--- src/hdl/psc_pkg.sv ---
// shared types, constants and arithmetic helpers for the pressure sensor compensation unit
// no dependencies
`default_nettype none

package psc_pkg;

   localparam int unsigned CSR_IDX_W  = 3;
   localparam int unsigned CSR_DATA_W = 64;

   localparam logic [CSR_IDX_W-1:0] CSR_TEMP_TRIM       = 3'd0;
   localparam logic [CSR_IDX_W-1:0] CSR_PRESS_TRIM_LOW  = 3'd1;
   localparam logic [CSR_IDX_W-1:0] CSR_PRESS_TRIM_HIGH = 3'd2;
   localparam logic [CSR_IDX_W-1:0] CSR_PRESS_TRIM_LAST = 3'd3;
   localparam logic [CSR_IDX_W-1:0] CSR_HUM_TRIM        = 3'd4;

   localparam logic [31:0] PRESS_OFS    = 32'd64000;
   localparam logic [31:0] PRESS_BASE   = 32'd1048576;
   localparam logic [31:0] PRESS_SCALE  = 32'd3125;
   localparam logic [31:0] HUM_OFS      = 32'd76800;
   localparam logic [31:0] HUM_MAX_Q22  = 32'd419430400;
   localparam logic [31:0] HUM_RND      = 32'd16384;
   localparam logic [31:0] HUM_BIAS     = 32'd2097152;
   localparam logic [31:0] HUM_RND2     = 32'd8192;
   localparam logic [31:0] P1_BIAS      = 32'd32768;
   localparam logic [31:0] TEMP_RND     = 32'd128;

   localparam int unsigned FRONT_STAGES = 13;
   localparam int unsigned DIV_STAGES   = 32;
   localparam int unsigned BACK_STAGES  = 3;
   localparam int unsigned LATENCY      = FRONT_STAGES + DIV_STAGES + BACK_STAGES;

   typedef struct packed {
      logic [19:0] raw_temperature;
      logic [19:0] raw_pressure;
      logic [15:0] raw_humidity;
   } psc_req_type;

   typedef struct packed {
      logic signed [31:0] temperature_centi;
      logic [31:0]        pressure_pa;
      logic               pressure_invalid;
      logic [16:0]        humidity_q10;
   } psc_rsp_type;

   // trim coefficients, each extended to a 32-bit word
   typedef struct packed {
      logic [31:0] t1, t2, t3;
      logic [31:0] p1, p2, p3, p4, p5, p6, p7, p8, p9;
      logic [31:0] h1, h2, h3, h4, h5, h6;
   } psc_trim_type;

   // divider stage payload
   typedef struct packed {
      logic [31:0] num;
      logic [31:0] den;
      logic [31:0] quo;
      logic [31:0] rem;
      logic        bad;
      logic        sh;
      logic [31:0] temp;
      logic [16:0] hum;
   } psc_div_type;

   function automatic logic [31:0] sra(input logic [31:0] x, input int unsigned n);
      return $unsigned($signed(x) >>> n);
   endfunction

   function automatic logic [31:0] mul32(input logic [31:0] a, input logic [31:0] b);
      logic [63:0] p;
      p = {32'b0, a} * {32'b0, b};
      return p[31:0];
   endfunction

endpackage

`default_nettype wire

--- src/hdl/psc_back.sv ---
// back pipeline: pressure correction after the division and the result register
// depends on psc_pkg
`default_nettype none

module psc_back (
   input  wire logic                  clock,
   input  wire logic                  reset,
   input  wire logic                  in_vld,
   input  wire psc_pkg::psc_div_type  in_div,
   input  wire psc_pkg::psc_trim_type trim,
   output logic                       out_vld,
   output psc_pkg::psc_rsp_type       out_rsp
);
   import psc_pkg::*;

   typedef struct packed {
      logic [31:0] p, sq, pb;
      logic        bad;
      logic [31:0] temp;
      logic [16:0] hum;
   } back_type;

   back_type    b1_ff, b1_in, b2_ff, b2_in;
   psc_rsp_type rsp_ff, rsp_in;
   logic [2:0]  vld_ff;
   logic [31:0] p0, corr;

   always_comb begin
      p0 = in_div.sh ? (in_div.quo << 1) : in_div.quo;
      b1_in      = '0;
      b1_in.p    = p0;
      b1_in.sq   = mul32(p0 >> 3, p0 >> 3);
      b1_in.pb   = mul32(p0 >> 2, trim.p8);
      b1_in.bad  = in_div.bad;
      b1_in.temp = in_div.temp;
      b1_in.hum  = in_div.hum;

      b2_in    = b1_ff;
      b2_in.sq = sra(mul32(trim.p9, b1_ff.sq >> 13), 12);
      b2_in.pb = sra(b1_ff.pb, 13);

      corr = b2_ff.p + sra(b2_ff.sq + b2_ff.pb + trim.p7, 4);
      rsp_in.temperature_centi = $signed(b2_ff.temp);
      rsp_in.pressure_pa       = b2_ff.bad ? '0 : corr;
      rsp_in.pressure_invalid  = b2_ff.bad;
      rsp_in.humidity_q10      = b2_ff.hum;
   end

   always_ff @(posedge clock) begin
      if (reset) begin
         vld_ff <= '0;
      end else begin
         vld_ff <= {vld_ff[1:0], in_vld};
      end
      b1_ff  <= b1_in;
      b2_ff  <= b2_in;
      rsp_ff <= rsp_in;
   end

   assign out_vld = vld_ff[2];
   assign out_rsp = rsp_ff;

endmodule

`default_nettype wire

--- config.mk ---
export PLATFORM = sky130hd
export DESIGN_NAME = psc_back
export DESIGN_NICKNAME = d
export VERILOG_FILES = /design/src/hdl/psc_pkg.sv /design/src/hdl/psc_back.sv
export SDC_FILE = /design/constraint.sdc
export NUM_CORES = 2
export LEC_CHECK = 0
export BUFFER_PORTS_ARGS = -buffer_cell sky130_fd_sc_hd__buf_4
export CORE_UTILIZATION = 40
export DETAILED_ROUTE_END_ITERATION = 12
export PLACE_DENSITY = 0.57
export RECOVER_POWER = 25
export SLEW_MARGIN = 20
export SYNTH_ARGS = -nofsm -noshare
export SYNTH_HDL_FRONTEND = slang
export SYNTH_SLANG_ARGS = --single-unit
--- constraint.sdc ---
create_clock -name clock -period 11.45 [get_ports clock]
set_input_delay 1.145 -clock clock [delete_from_list [all_inputs] [get_ports clock]]
set_output_delay 1.145 -clock clock [all_outputs]
set_load 0.005 [all_outputs]
==> impl_metrics.ini <==
[synth]
synth_edf_count = 0
synth_area_um2 = 50700
synth_fa_ha_area_share_pct = 53.7
synthMuxAreaShare_pct = 0.788
avgSynthCellArea_um2 = 9.46
synth_compound_area_share_pct = 3.92
synth_nets = 7615
synthCells = 5353
synth-seq-cells = 326
synth_top_family_by_area = adder cells
ys_types = 78
yosysWarnings = 0
seq_area_frac_synth_pct = 12.9
synthArstFlopShare_pct = 0
synth_xor_area_share_pct = 3.92
yosys.area_share.simple_pct = 13.5
synth_ff_type = dfxtp_1

[detailed_routing]
drc = 0
avgRoutedWirePerCell_um = 18.6
drt-initial-drc-count = 1733
drt_wl_total_um = 134000
via_per_inst = 4.88
firstDrtPassIters = 5
num_vias = 35053
ant_nets = 0

[cts]
cts_hold_buf = 0
cts.sinks = 326
cts_buffers = 37
post_cts_resized = 0
clockBufferDepth = 3
clock-root-buffer = clkbuf_16
htreeDepth = 2
cts.reportedPaths.clkPinSlew_ns = 0.06
worstSkewPairLatency_ns = 0.55
cts_tree = built
cts_setup_buffers = 0

[job]
cap_viol_max_count = 0

[global_routing]
antenna_found_initial = 8
grt_max_degree = 37
grtUsageTotal_pct = 21.5
overflow = 0
grt_pass1_wl_um = 212000
grt_pass1_vias = 37704

[worst_setup_path]
startpoint_type = input pin
critPathMostFrequentCell = fa_1
r2r_setup_slack_ns = 3.81
worstSetupPathType = input pin to flip-flop
path_delay_family = adder cells
cp_max_fo = 34
reg2reg_to = out_rsp[49]$_SDFF_PP0_
r2r_start = b2_ff[50]$_DFF_P_
critPathRequiredTime_ns = 11.87
cp_slowest_cell = inv_1
r2r_cells = 33
path_buf_inv = 9
cp_slowest_stage_delay_ns = 0.73
cp.depth = 30
cp-end-kind = flip-flop
crit_arrival_ns = 9.69

[timing]
timing.final.hold_violations = 0
rsz0062_at_grt = false
fin_ws_ns = 2.19
setup_tns_ns = 0
fin_crit_sh_pct = 80.9
fmax_mhz = 108
period_minus_slack_ns = 9.26
worst_slew_pin_slew_ns = 1.11
worst_clock_skew_ns = 0.0112
drv_slew = 0
setup_viol = 0
relSlewSlack_pct = 26.1

[place]
place.gp.congestion = 0.877
dp_slack_ns = 1.56
port_buffers = 264
dp_hpwl_um = 108000

[floorplan]
design.die.area_um2 = 128000
ioPinCount = 841
start_util_pct = 40.3
core_um2 = 126000
die_h_um = 358
row_count = 130
die_w_um = 358

[status]
outcome = finished, final reports clean

[finish]
fin_nets = 7772
area_delta_synth_final_pct = 9.92
drive_gt1_share_pct = 7.69
mostFrequentLayoutCells = inv_1, fa_1, nand2_1
layout_commonest_cell = inv_1

[min_path]
worstHoldPathType = flip-flop to flip-flop
worstHoldPathCells = 0
hold_path_startpoint = b1_ff[29]$_DFF_P_
hold_path_end = b2_ff[29]$_DFF_P_
area by class of cell:
type | count | area (µm²)
diodes | 1 | 2.50
flip-flops and latches | 326 | 6530
repair buffers | 325 | 2460
multi-input cells | 3514 | 38400
inverters | 1306 | 4900
well taps | 1650 | 2060
clock buffers | 48 | 1040
clock inverters | 19 | 251
fillers | 12397 | 69900
how the worst max path moves through the flow:
stage          startpoint                 end  slack [ns]
2_1_floorplan  in_div[49]  b1_ff[112]$_DFF_P_        2.73
3_3_place_gp   in_div[49]  b1_ff[113]$_DFF_P_        1.62
3_5_place_dp   in_div[49]  b1_ff[113]$_DFF_P_        1.56
4_1_cts        in_div[49]  b1_ff[113]$_DFF_P_        2.15
5_1_grt        in_div[49]  b1_ff[113]$_DFF_P_        1.76
6_report       in_div[49]  b1_ff[113]$_DFF_P_        2.19
worst register-to-register path, delay by kind of cell, from the launching register on:
family	cells	cell delay, ns
flip-flops	1	0.35
adder cells (fa/ha/maj)	4	1.07
buffers and inverters	1	0.07
AO/OA/AOI/OAI	20	4.68
AND/OR/NAND/NOR	6	0.93
XOR/XNOR	2	0.44
kinds of logic (layout without fill, tap and decap cells):
| kind of cell | after synthesis | after routing |
|---|---|---|
| flip-flops | 326 | 326 |
| XOR/XNOR | 227 | 227 |
| adder cells (fa/ha/maj) | 1504 | 1504 |
| AO/OA/AOI/OAI | 288 | 288 |
| buffers and inverters | 1513 | 1698 |
| multiplexers | 33 | 33 |
| other | 0 | 1 |
| AND/OR/NAND/NOR | 1462 | 1462 |
through the flow:
step	utilization (%)	hold slack, ns	instance area [µm²]	cells
CTS	44.3	0.321	55700	7188
detailed placement	43.3	0.312	54400	7121
global route	44.3	0.327	55700	7188
global placement	43.3	0.310	54400	7121
finish	44.3	0.324	55700	7189
floorplan	-	0.310	50700	5353
synth_stat cells (all sizes together) (7+ instances only):
library cell / n / share of area, %
mux2i: 30 / 0.72
buf: 18 / 0.19
or2: 7 / 0.091
nor3: 24 / 0.24
inv: 1302 / 9.6
o21bai: 14 / 0.21
xor2: 54 / 0.93
ha: 386 / 9.5
a21oi: 83 / 0.83
nand2: 685 / 5.1
nand3: 19 / 0.19
o21ai: 40 / 0.40
a21boi: 7 / 0.10
and3: 10 / 0.12
clkbuf: 189 / 1.4
nand4: 10 / 0.12
a211oi: 10 / 0.16
fa: 1118 / 44
nor2: 224 / 1.7
a21o: 49 / 0.73
nor2b: 20 / 0.25
nand2b: 10 / 0.12
a31oi: 11 / 0.19
and2: 435 / 5.4
xnor2: 173 / 3.0
o21a: 20 / 0.30
dfxtp: 326 / 13
flip-flops by register name, indices dropped and copies added (netlist names):
register and count:
out_rsp 82, vld_ff 3, b2_ff 121, b1_ff 120
routing by layer:
| metal | up-vias | track usage (%) | wire, µm |
|---|---|---|---|
| met4 | 2 | 3.92 | 2490 |
| met1 | 17995 | 30.6 | 60700 |
| met5 | - | 0 | 13 |
| met3 | 146 | 2.03 | 7710 |
| met2 | 1039 | 35.9 | 62800 |
| li1 | 15871 | - | - |
Power is left out: the tool's default activity adds up to more than one toggle a clock period on the data nets, which glitch-free logic cannot reach.
